==> src/mss_pkg.sv <==
// ----------------------------------------------------------------------------
// mss_pkg
// shared types, register indexes, reset values and the mfm bit rule
// ----------------------------------------------------------------------------
`default_nettype none

package mss_pkg;

  localparam int unsigned POS_W  = 11;
  localparam int unsigned ACC_W  = 6;
  localparam int unsigned CFG_IDX_W  = 3;
  localparam int unsigned CFG_DATA_W = 10;

  // register indexes
  localparam logic [CFG_IDX_W-1:0] CFG_PREAMBLE  = 3'd0;
  localparam logic [CFG_IDX_W-1:0] CFG_DATA      = 3'd1;
  localparam logic [CFG_IDX_W-1:0] CFG_POSTAMBLE = 3'd2;
  localparam logic [CFG_IDX_W-1:0] CFG_FILLER    = 3'd3;
  localparam logic [CFG_IDX_W-1:0] CFG_DEFICIT   = 3'd4;

  // reset values
  localparam logic [7:0] RST_PREAMBLE  = 8'd40;
  localparam logic [9:0] RST_DATA      = 10'd275;
  localparam logic [7:0] RST_POSTAMBLE = 8'd40;
  localparam logic [7:0] RST_FILLER    = 8'd35;
  localparam logic [4:0] RST_DEFICIT   = 5'd10;

  localparam logic signed [ACC_W:0] ACC_FLOOR  = -7'sd32;
  localparam logic signed [ACC_W:0] ACC_REFILL = 7'sd16;

  // frame boundaries derived from the length registers
  typedef struct packed {
    logic [7:0]       data_start;
    logic [POS_W-1:0] data_stop;
    logic [POS_W-1:0] fixed_len;
    logic [4:0]       deficit;
  } frame_cfg_t;

  // clock cell set only when this data bit and the one before are both 0
  function automatic logic [15:0] mfm_encode(input logic [7:0] b, input logic prev);
    logic [15:0] w;
    logic        p;
    w = '0;
    for (int i = 7; i >= 0; i--) begin
      p = (i == 7) ? prev : b[i+1];
      w[2*i+1] = ~p & ~b[i];
      w[2*i]   = b[i];
    end
    return w;
  endfunction

endpackage

`default_nettype wire

==> src/mss_cfg.sv <==
// ----------------------------------------------------------------------------
// mss_cfg
// length and deficit registers, with registered frame boundaries
// ----------------------------------------------------------------------------
`default_nettype none

module mss_cfg (
  input  wire logic                            clk,
  input  wire logic                            rst_n,
  input  wire logic                            wr_en,
  input  wire logic [mss_pkg::CFG_IDX_W-1:0]  wr_index,
  input  wire logic [mss_pkg::CFG_DATA_W-1:0] wr_data,
  output mss_pkg::frame_cfg_t                  frame_cfg
);
  import mss_pkg::*;

  logic [7:0] preamble_r, preamble_nxt;
  logic [9:0] data_r, data_nxt;
  logic [7:0] postamble_r, postamble_nxt;
  logic [7:0] filler_r, filler_nxt;
  logic [4:0] deficit_r, deficit_nxt;

  logic [POS_W-1:0] data_stop_nxt;
  logic [POS_W-1:0] fixed_len_nxt;
  frame_cfg_t       frame_cfg_r;

  // register values after this cycle's write
  always_comb begin
    preamble_nxt  = preamble_r;
    data_nxt      = data_r;
    postamble_nxt = postamble_r;
    filler_nxt    = filler_r;
    deficit_nxt   = deficit_r;
    if (wr_en) begin
      unique case (wr_index)
        CFG_PREAMBLE:  preamble_nxt  = wr_data[7:0];
        CFG_DATA:      data_nxt      = wr_data[9:0];
        CFG_POSTAMBLE: postamble_nxt = wr_data[7:0];
        CFG_FILLER:    filler_nxt    = wr_data[7:0];
        CFG_DEFICIT:   deficit_nxt   = wr_data[4:0];
        default: ;
      endcase
    end
  end

  always_ff @(posedge clk) begin
    if (!rst_n) begin
      preamble_r  <= RST_PREAMBLE;
      data_r      <= RST_DATA;
      postamble_r <= RST_POSTAMBLE;
      filler_r    <= RST_FILLER;
      deficit_r   <= RST_DEFICIT;
    end else begin
      preamble_r  <= preamble_nxt;
      data_r      <= data_nxt;
      postamble_r <= postamble_nxt;
      filler_r    <= filler_nxt;
      deficit_r   <= deficit_nxt;
    end
  end

  // worst case 255 + 1023 + 255 + 255 fits in the position width
  // boundaries follow a write in the same cycle as the registers do
  assign data_stop_nxt = {3'b000, preamble_nxt} + {1'b0, data_nxt};
  assign fixed_len_nxt = data_stop_nxt + {3'b000, postamble_nxt} + {3'b000, filler_nxt};

  always_ff @(posedge clk) begin
    frame_cfg_r.data_start <= preamble_nxt;
    frame_cfg_r.data_stop  <= data_stop_nxt;
    frame_cfg_r.fixed_len  <= fixed_len_nxt;
    frame_cfg_r.deficit    <= deficit_nxt;
  end

  assign frame_cfg = frame_cfg_r;

endmodule

`default_nettype wire

==> src/mss_frame.sv <==
// ----------------------------------------------------------------------------
// mss_frame
// sector frame position, cell error accumulator and mfm word forming
// ----------------------------------------------------------------------------
`default_nettype none

module mss_frame (
  input  wire logic                clk,
  input  wire logic                rst_n,
  input  wire mss_pkg::frame_cfg_t frame_cfg,
  input  wire logic                step,
  input  wire logic [7:0]          data_byte,
  input  wire logic                start_track,
  output logic [15:0]              mfm_word,
  output logic                     took_byte,
  output logic                     sector_end
);
  import mss_pkg::*;

  logic [POS_W-1:0]        pos_r, pos_nxt, pos_eff, pos_inc;
  logic signed [ACC_W-1:0] acc_r, acc_nxt, acc_eff;
  logic signed [ACC_W:0]   acc_diff, acc_sat;
  logic                    last_r, prev_eff;
  logic [7:0]              byte_out;

  always_comb begin
    pos_eff  = start_track ? '0 : pos_r;
    acc_eff  = start_track ? '0 : acc_r;
    prev_eff = start_track ? 1'b0 : last_r;
    pos_inc  = pos_eff + 11'd1;

    acc_diff = {acc_eff[ACC_W-1], acc_eff} - $signed({2'b00, frame_cfg.deficit});
    acc_sat  = (acc_diff < ACC_FLOOR) ? ACC_FLOOR : acc_diff;

    byte_out   = '0;
    took_byte  = 1'b0;
    sector_end = 1'b0;
    pos_nxt    = '0;
    acc_nxt    = acc_eff;

    if (pos_eff < frame_cfg.fixed_len) begin
      if (pos_eff >= {3'b000, frame_cfg.data_start} && pos_eff < frame_cfg.data_stop) begin
        byte_out  = data_byte;
        took_byte = 1'b1;
      end
      if (pos_inc == frame_cfg.fixed_len) begin
        if (acc_sat[ACC_W]) begin
          // owe a byte: one extra zero byte closes the sector
          acc_nxt = ACC_W'(acc_sat + ACC_REFILL);
          pos_nxt = frame_cfg.fixed_len;
        end else begin
          acc_nxt    = acc_sat[ACC_W-1:0];
          sector_end = 1'b1;
        end
      end else begin
        pos_nxt = pos_inc;
      end
    end else begin
      // extra byte, or position left past a shortened frame
      sector_end = 1'b1;
    end

    mfm_word = mfm_encode(byte_out, prev_eff);
  end

  always_ff @(posedge clk) begin
    if (!rst_n) begin
      pos_r  <= '0;
      acc_r  <= '0;
      last_r <= 1'b0;
    end else if (step) begin
      pos_r  <= pos_nxt;
      acc_r  <= acc_nxt;
      last_r <= byte_out[0];
    end
  end

endmodule

`default_nettype wire

==> src/mfm_sector_stream_generator.sv <==
// ----------------------------------------------------------------------------
// mfm_sector_stream_generator
// one 16-bit mfm word per request, framed into sectors with gap bytes
// ----------------------------------------------------------------------------
//
//  channel  direction  handshake            payload
//  in       input      in_valid/in_ready    in_data_byte[8], in_start_track
//  out      output     out_valid/out_ready  out_mfm_word[16], out_took_byte,
//                                            out_sector_end
//  cfg      input      cfg_valid/cfg_ready  cfg_index[3], cfg_data[10]
//
//  one word per clock sustained while out_ready stays high; a taken request word
//  passes the input register, then frame logic into the output register
//  the throughput is set by the frame position / accumulator update, a
//  combinational step between the input and output registers
//  reset is synchronous and active low; lengths return to 40/275/40/35,
//  deficit to 10, and the frame restarts at the preamble
//  with out_ready low the output word holds, the input register takes one
//  more word and then in_ready drops; cfg_ready is always high
//
`default_nettype none

module mfm_sector_stream_generator (
  input  wire logic                            clk,
  input  wire logic                            rst_n,
  // request words
  input  wire logic                            in_valid,
  output logic                                 in_ready,
  input  wire logic [7:0]                      in_data_byte,
  input  wire logic                            in_start_track,
  // mfm words
  output logic                                 out_valid,
  input  wire logic                            out_ready,
  output logic [15:0]                          out_mfm_word,
  output logic                                 out_took_byte,
  output logic                                 out_sector_end,
  // register writes
  input  wire logic                            cfg_valid,
  output logic                                 cfg_ready,
  input  wire logic [mss_pkg::CFG_IDX_W-1:0]  cfg_index,
  input  wire logic [mss_pkg::CFG_DATA_W-1:0] cfg_data
);
  import mss_pkg::*;

  frame_cfg_t  frame_cfg;

  // input register
  logic        a_valid_r;
  logic [7:0]  a_byte_r;
  logic        a_start_r;

  // output register
  logic        o_valid_r;
  logic [15:0] o_word_r;
  logic        o_took_r;
  logic        o_end_r;

  logic        advance;
  logic [15:0] f_word;
  logic        f_took;
  logic        f_end;

  assign cfg_ready = 1'b1;

  mss_cfg u_cfg (
    .clk       (clk),
    .rst_n     (rst_n),
    .wr_en     (cfg_valid),
    .wr_index  (cfg_index),
    .wr_data   (cfg_data),
    .frame_cfg (frame_cfg)
  );

  // the word in the input register moves on when the output slot is free
  assign advance  = a_valid_r && (!o_valid_r || out_ready);
  assign in_ready = !a_valid_r || advance;

  always_ff @(posedge clk) begin
    if (!rst_n) begin
      a_valid_r <= 1'b0;
    end else if (in_ready) begin
      a_valid_r <= in_valid;
    end
  end

  always_ff @(posedge clk) begin
    if (in_ready && in_valid) begin
      a_byte_r  <= in_data_byte;
      a_start_r <= in_start_track;
    end
  end

  // frame state steps once per word that reaches the output register
  mss_frame u_frame (
    .clk         (clk),
    .rst_n       (rst_n),
    .frame_cfg   (frame_cfg),
    .step        (advance),
    .data_byte   (a_byte_r),
    .start_track (a_start_r),
    .mfm_word    (f_word),
    .took_byte   (f_took),
    .sector_end  (f_end)
  );

  always_ff @(posedge clk) begin
    if (!rst_n) begin
      o_valid_r <= 1'b0;
    end else if (advance) begin
      o_valid_r <= 1'b1;
    end else if (out_ready) begin
      o_valid_r <= 1'b0;
    end
  end

  always_ff @(posedge clk) begin
    if (advance) begin
      o_word_r <= f_word;
      o_took_r <= f_took;
      o_end_r  <= f_end;
    end
  end

  assign out_valid      = o_valid_r;
  assign out_mfm_word   = o_word_r;
  assign out_took_byte  = o_took_r;
  assign out_sector_end = o_end_r;

endmodule

`default_nettype wire

==> config.mk <==
export PLATFORM = sky130hd
export DESIGN_NAME = mfm_sector_stream_generator
export DESIGN_NICKNAME = d
export VERILOG_FILES = /design/src/mss_pkg.sv /design/src/mss_cfg.sv /design/src/mss_frame.sv /design/src/mfm_sector_stream_generator.sv
export SDC_FILE = /design/constraint.sdc
export NUM_CORES = 1
export LEC_CHECK = 0
export ABC_AREA = 1
export BUFFER_PORTS_ARGS = -buffer_cell sky130_fd_sc_hd__buf_2
export CORE_ASPECT_RATIO = 1.25
export CORE_MARGIN = 1.5
export CORE_UTILIZATION = 24
export CTS_CLUSTER_SIZE = 28
export DETAILED_ROUTE_END_ITERATION = 16
export PLACE_DENSITY = 0.36
export RECOVER_POWER = 100
export SETUP_SLACK_MARGIN = 0.5
export SLEW_MARGIN = 20
export SYNTH_ARGS = -nofsm -noshare
export SYNTH_HDL_FRONTEND = slang
export SYNTH_SLANG_ARGS = --single-unit
==> constraint.sdc <==
create_clock -name clk -period 8.2 [get_ports clk]
set_input_delay 0.41 -clock clk [delete_from_list [all_inputs] [get_ports clk]]
set_output_delay 0.41 -clock clk [all_outputs]
set_load 0.1 [all_outputs]
==> results of run 1 <==
-- layout by cell type (no fill, tap or decap), drive strengths merged --
| cell type | n |
|---|---|
| bufinv | 3 |
| o21bai | 1 |
| o221ai | 1 |
| fa | 11 |
| xnor2 | 4 |
| dfxtp | 94 |
| nand4 | 19 |
| nand3 | 73 |
| nor3 | 4 |
| clkinvlp | 3 |
| a21oi | 62 |
| clkbuf | 41 |
| o21a | 6 |
| clkinv | 7 |
| a211oi | 3 |
| conb | 1 |
| o21ai | 52 |
| a21o | 2 |
| a31oi | 1 |
| o31ai | 1 |
| xor2 | 13 |
| or2 | 3 |
| buf | 24 |
| inv | 164 |
| edfxtp | 27 |
| nor2 | 89 |
| ha | 50 |
| nand2 | 205 |
-- per-layer routing --
layer / vias to the layer above / global-route usage / routed length [um]
li1: 2999 / - / -
met1: 2541 / 0.1610 / 8659
met2: 44 / 0.2363 / 9026
met3: 21 / 0.02652 / 340
met4: 0 / 0.05564 / 382
met5: - / 0 / 0
-- state kept, by name, indices dropped and copies added, names as in the netlist, 5 cells and up --
register           count
u_cfg.deficit_r        5
u_cfg.filler_r         8
u_cfg.frame_cfg       35
a_byte_r               8
u_cfg.preamble_r       8
u_frame.acc_r          6
u_cfg.postamble_r      8
u_cfg.data_r          10
u_frame.pos_r         11
out_mfm_word          16
-- stage by stage --
step,util,hold WS (ns)
floorplan,-,0.4346
global placement,0.2651,0.4558
detailed placement,0.2651,0.4598
CTS,0.2862,0.1358
global route,0.2844,0.1342
finish,0.2844,0.1566
-- area by class of cell --
class / count / area share
clock buffers: 19 / 0.05488
clock inverters: 13 / 0.01935
multi-input cells: 601 / 0.4252
well taps: 350 / 0.05551
flip-flops and latches: 121 / 0.3413
inverters: 164 / 0.07803
repair buffers: 46 / 0.02569
-- cell families (layout without fill, tap and decap cells) --
| family | Yosys count | in the layout |
|---|---|---|
| other | 1 | 1 |
| adders and majority gates | 61 | 61 |
| DFF | 121 | 121 |
| buffers and inverters | 187 | 242 |
| and+or+nand+nor | 393 | 393 |
| xor gates and xnor gates | 17 | 17 |
| AOI/OAI and AO/OA | 129 | 129 |
-- final timing paths --
path                                    endpoint  cells after the start  slack [ns]              from
worst max-delay path              out_sector_end                     14        3.65         a_start_r
worst min-delay path                 a_byte_r[3]                      1        0.16   in_data_byte[3]
worst max register to register    out_sector_end                     14        3.65         a_start_r
worst min register to register  u_frame.acc_r[0]                      2        0.47  u_frame.acc_r[0]
-- where the power goes --
part	internal (mW)	total [mW]	switching (mW)	leakage, nW
Combinational	0.106	0.324	0.218	2.63
Sequential	0.659	0.683	0.0240	1.01
Clock	0.474	0.758	0.284	0.278
Total	1.24	1.77	0.526	3.91
==> impl_metrics.csv, run 1 <==
group,metric,value,unit
sta,hold_viol,0,
synthesis,synth-simple-area-share,0.2492,
drt,drc,0,
sta,final.setup.worst_slack,3.651,ns
pwr,leakage,3.915,nW
sta,fmax,0.2198,GHz
synthesis,synth_top_family_by_area,"simple AND/OR/NAND/NOR gates",
die,rows,68,
clock_network,cts_tree,"yes",
setup_path,timing.critical_path.mode_cell,"nand2_1",
synthesis,synth-edff-count,27,
clock_network,cts_buffer_depth,2,
final_layout,fill_cells,3121,
final_layout,seq_area,2693,um2
setup_path,start_kind,"flop",
sta,tightest_slew,1.707,ns
clock_network,cts_resized,0,
synthesis,synthFlopType,"dfxtp_1",
sta,finalSetupViolCount,0,
synthesis,async_flop_share,0,
synthesis,synth_top_area_frac,0.2766,
placed_design,place.gp.congestion,0.7670,
flow_run,drv_cap,1,
synthesis,synth_most_common_cell,"nand2_1",
drt,post_drt_wl_per_cell,14.01,um
setup_path,cp_max_fo,23,
global_routing,grt_pass1_wl,30190,um
die,die_y,191.2,um
sta,setup_tns,0,ns
die,initial_core_util,0.2453,
setup_path,cp.buffers_inverters,2,
synthesis,muxShareOfSynthArea,0,
final_layout,area_growth,15.96,%
synthesis,synthTopCellsByCount,"202 x nand2_1, 159 x inv_1, 94 x dfxtp_1",
synthesis,yosysWarnings,0,
drt,routed_via_density,4.266,
sta,finalMaxSlewViolations,46,
drt,ant_nets,0,
sta,rsz0062_at_grt,"false",
setup_path,path_class,"flop to flop",
hold_path,hold_path.class,"primary input to flop",
global_routing,grt_max_degree,46,
synthesis,synthCells,909,
synthesis,synth_fa_ha_area_frac,0.1243,
clock_network,h-tree-depth,4,
global_routing,antenna_found_initial,0,
synthesis,ys_seq_area_frac,0.3958,
final_layout,post-route-cell-area,7889,um2
die,die_w,153.6,um
clock_network,insertion_delay,0.43,ns
drt,vias,5605,
synthesis,yosys.area.top_type,"dfxtp_1",
final_layout,multiInputGateArea,3354,um2
global_routing,track_usage,0.1349,
setup_path,critPathMaxStageDelay,0.70,ns
drt,drt-total-wl,18410,um
synthesis,ys_types,37,
clock_network,post_cts_buffers,0,
final_layout,drive_above_1_share,0.06639,
placed_design,placed_cells,1282,
sta,min_period_over_period,0.5548,
sta,slew_headroom,-0.1394,
setup_path,path_delay_family,"simple AND/OR/NAND/NOR gates",
die,io_pins,48,
synthesis,avgSynthCellArea,7.484,um2
synthesis,ys_ff_latch,121,
setup_path,critPathRequiredTime,8.44,ns
synthesis,syn-num-nets,997,
placed_design,io_buffers,46,
synthesis,synth.top_cells.by_area,"dfxtp_1 28%, edfxtp_1 12%, nand2_1 11%",
clock_network,cts.clk_slew.worst_paths,0.06,ns
die,core_area,27740,um2
global_routing,grt_overflow_total,0,
setup_path,crit_path_end_kind,"flop",
setup_path,cp.arrival,4.79,ns
synthesis,synth_compound_area_frac,0.1004,
final_layout,instances_no_fill,1314,
pwr,vdd_drop_max,0.1527,mV
clock_network,root_buffer,"clkbuf_16",
clock_network,cts_sinks,121,
setup_path,crit_chain,"inv_1 > nand2_1 > inv_1 > ha_1 > nand3_1 > nor2_1 > nand2_1 > nand2_1 > nand3_1 > nand2_1 > nand3_1 > nor2_1 > nand2_1 > o21ai_0",
clock_network,cts_hold_buf,0,
pwr,power.total,1.765,mW
synthesis,synthXorXnorAreaFrac,0.02189,
drt,first_pass_iters,6,
sta,layout_min_cycle_time,4.549,ns
pwr,power-per-cell-area,223.8,nW/um2
final_layout,fin_nets,1039,
sta,finClkSkew,0.006310,ns
synthesis,netlist_area,6803,um2
setup_path,crit_slowest_cell,"inv_1",
die,die_area,29370,um2
placed_design,place_ws,3.337,ns
clock_network,cts_made_buffers,17,
global_routing,grt_pass1_vias,5564,
placed_design,placed_area,7353,um2
placed_design,dp_hpwl,14420,um
status,violations,"max-capacitance violations, max-slew violations",
status,status,"complete, but fails checks",
drt,drt_iter0_drc,197,
final_layout,num_antenna_cells,0,
(Power assumes the default switching activity.)
==> run 2: changes to the inputs <==
--- a/config.mk
+++ b/config.mk
@@ -5,7 +5,7 @@
 export SDC_FILE = /design/constraint.sdc
 export NUM_CORES = 1
 export LEC_CHECK = 0
-export ABC_AREA = 1
+export ABC_AREA = 0
 export BUFFER_PORTS_ARGS = -buffer_cell sky130_fd_sc_hd__buf_2
 export CORE_ASPECT_RATIO = 1.25
 export CORE_MARGIN = 1.5
==> constraint.sdc (replaced) <==
create_clock -name clk -period 4.65 [get_ports clk]
set_input_delay 0.2325 -clock clk [delete_from_list [all_inputs] [get_ports clk]]
set_output_delay 0.2325 -clock clk [all_outputs]
set_load 0.1 [all_outputs]
==> run 2 against run 1 <==
Against the previous run:
- the flow still finishes with violations (max-capacitance violations, max-slew violations)
- synthesized cell count decreased by 23%
- worst hold slack got worse by 0.11 ns
- largest power group unchanged
- highest routed layer unchanged
- critical path type is now primary input to flop
- register-to-register slack got worse by 3.2 ns
==> impl_metrics.csv, run 2 <==
group,metric,value,unit
clock_network,root_buffer,"clkbuf_16",
clock_network,cts_tree,"yes",
synthesis,ys_types,71,
drt,drt_iter0_drc,194,
synthesis,synth_fa_ha_area_frac,0.1252,
pwr,clock_power_share,0.436,
sta,slew_headroom,-0.04818,
setup_path,path_class,"primary input to flop",
sta,fmax,0.2373,GHz
synthesis,synth_top_area_frac,0.2754,
placed_design,place.gp.congestion,0.8298,
drt,drc,0,
placed_design,io_buffers,46,
clock_network,insertion_delay,0.42,ns
setup_path,cp.arrival,4.57,ns
synthesis,ys_ff_latch,121,
hold_path,hold_path.class,"primary input to flop",
synthesis,synthXorXnorAreaFrac,0.04302,
setup_path,r2r_cells,17,
final_layout,largest_register_ffs,35,
pwr,vdd_drop_max,0.2487,mV
sta,rsz0062_at_grt,"true",
clock_network,cts_sinks,121,
sta,hold_viol,0,
pwr,p_comb_frac,0.166,
setup_path,critPathMaxStageDelay,0.49,ns
die,die_w,153.9,um
setup_path,crit_chain,"clkbuf_1 > nor4b_4 > mux2_1 > ha_1 > fa_2 > a21o_1 > a221oi_1 > o21bai_1 > a21o_1 > a21o_1 > xnor2_2 > fa_1 > inv_2 > ha_4 > o21ai_1 > a31o_2 > a21o_1 > or3b_1 > nand3_1",
clock_network,cts.clk_slew.worst_paths,0.05,ns
sta,finalSetupViolCount,0,
synthesis,synth_top_family_by_area,"simple AND/OR/NAND/NOR gates",
die,die_area,29500,um2
setup_path,crit_slowest_cell,"fa_1",
synthesis,synth-edff-count,27,
pwr,leakage,3.491,nW
setup_path,critPathRequiredTime,5.01,ns
setup_path,crit_path_end_kind,"flop",
synthesis,synthCells,697,
die,core_area,27820,um2
status,status,"complete, but fails checks",
synthesis,muxShareOfSynthArea,0.08147,
die,rows,68,
synthesis,synth-simple-area-share,0.1802,
sta,holdWs,0.04392,ns
setup_path,start_kind,"primary input",
pwr,p_sw_frac,0.2697,
clock_network,cts_made_buffers,17,
die,initial_core_util,0.2456,
sta,finClkSkew,0.008299,ns
setup_path,path_delay_family,"compound AO/OA/AOI/OAI gates",
setup_path,cp_num_cells,19,
global_routing,grt_pass1_vias,5413,
synthesis,ys_seq_area_frac,0.3940,
drt,ant_nets,0,
drt,drt-total-wl,18520,um
final_layout,area_growth,21.35,%
sta,tightest_slew,1.572,ns
sta,min_period_over_period,0.9064,
status,violations,"max-capacitance violations, max-slew violations",
sta,setup_tns,0,ns
synthesis,syn-num-nets,785,
drt,post_drt_wl_per_cell,16.25,um
final_layout,fin_nets,865,
final_layout,final_common_cell,"dfxtp_1",
pwr,power-per-cell-area,361.8,nW/um2
setup_path,cp.buffers_inverters,2,
synthesis,avgSynthCellArea,9.805,um2
pwr,switching_power,809.2,uW
global_routing,grt_max_degree,35,
global_routing,track_usage,0.1320,
die,die_y,191.7,um
final_layout,mostFrequentLayoutCells,"94 x dfxtp_1, 63 x inv_1, 47 x ha_1, 39 x nor2_1, 38 x nand2_1",
setup_path,timing.critical_path.mode_cell,"a21o_1",
pwr,power_frac_seq,0.398,
sta,layout_min_cycle_time,4.215,ns
synthesis,netlist_area,6834,um2
synthesis,synthFlopType,"dfxtp_1",
global_routing,grt_pass1_wl,29480,um
global_routing,grt_overflow_total,0,
sta,finalMaxSlewViolations,53,
clock_network,h-tree-depth,4,
synthesis,synth_compound_area_frac,0.1234,
synthesis,yosysWarnings,0,
synthesis,synth.top_cells.by_area,"dfxtp_1 28%, edfxtp_1 12%, ha_1 9.2%",
flow_run,drv_cap,2,
final_layout,drive_above_1_share,0.1392,
drt,vias,5211,
drt,first_pass_iters,4,
placed_design,dp_hpwl,14140,um
final_layout,num_antenna_cells,0,
hold_path,hold_depth,3,
global_routing,antenna_found_initial,1,
pwr,internal_power,2.191,mW
synthesis,async_flop_share,0,
synthesis,synthTopCellsByCount,"94 x dfxtp_1, 65 x inv_1, 50 x ha_1",
drt,routed_via_density,4.571,
synthesis,yosys.area.top_type,"dfxtp_1",
die,io_pins,48,
final_layout,fill_cells,2883,
clock_network,cts_buffer_depth,2,
synthesis,synth_most_common_cell,"dfxtp_1",
setup_path,cp_max_fo,5,
-- run 2: cell types whose count changed after synthesis, sizes merged, moves of 10 or more --
cell   before  now
and2        0   28
a21oi      62   23
nand3      73   11
nand4      19    3
nor2b       0   20
o21ai      52   31
inv       163   65
nor3        4   14
mux2        0   21
xnor2       4   22
nor2       89   39
a22o        0   11
nand2     205   38
mux2i       0   32
-- run 2: path summary, 6_finish.rpt --
path / startpoint / endpoint / slack (ns)
max: cfg_index[0] / u_cfg.frame_cfg[15] / 0.44
min: in_valid / a_valid_r / 0.04
min reg2reg: u_frame.acc_r[4] / u_frame.acc_r[4] / 0.47
max reg2reg: u_cfg.preamble_r[0] / u_cfg.frame_cfg[15] / 0.48
-- run 2: per-layer routing --
layer,global-route usage,vias to the layer above,routed length [um]
li1,-,2618,-
met1,0.1525,2487,8185
met2,0.2339,80,9303
met3,0.02347,26,435
met4,0.06684,0,599
met5,0,-,0
-- run 2: power by group through the flow --
stage | combinational [mW] | sequential [mW] | clock, mW
2_1_floorplan | 0.340 | 1.22 | 0
3_3_place_gp | 0.487 | 1.22 | 0
3_5_place_dp | 0.491 | 1.22 | 0
4_1_cts | 0.502 | 1.20 | 1.35
5_1_grt | 0.561 | 1.21 | 1.39
6_report | 0.497 | 1.20 | 1.31
-- run 2: final cells by class --
cell class              instances  area, um2  area share
inverters                      66      247.7     0.02987
clock inverters                10      127.6     0.01539
clock buffers                  22      444.2     0.05356
well taps                     350      437.9     0.05281
multi-input cells             486       3865      0.4661
flip-flops and latches        121       2693      0.3247
repair buffers                 85      478.0     0.05763
-- run 2: what timing repair did --
action / 4_1_cts / 5_1_grt
pin swaps: 5 / 9
resized for setup: 1 / 5
hold buffers: 9 / 0
setup buffers: 5 / 4
endpoints found under the setup margin: 1 / 4
endpoints found under the hold margin: 9 / 0
-- run 2: through the flow --
stage	power [mW]	setup slack, ns	util	area [um2]	std cells
finish	3.000	0.4353	0.2981	8293	1140
CTS	3.050	0.5055	0.2996	8335	1136
global route	3.160	0.2015	0.2981	8293	1140
floorplan	1.562	0.1443	-	6922	697
global placement	1.704	0.05471	0.2745	7636	1090
detailed placement	1.708	0.01992	0.2745	7636	1090
-- run 2: cells by family after synthesis --
family | after synthesis
multiplexers | 53
flip-flops | 121
buffers and inverters | 90
XOR/XNOR | 32
AND/OR/NAND/NOR | 215
AO/OA/AOI/OAI | 123
adder cells (fa/ha/maj) | 62
other | 1
-- run 2: tightest hold or removal path, cell delays in order --
cell and delay (ns):
buf_2 0.09, a21oi_1 0.04, nor2_1 0.07
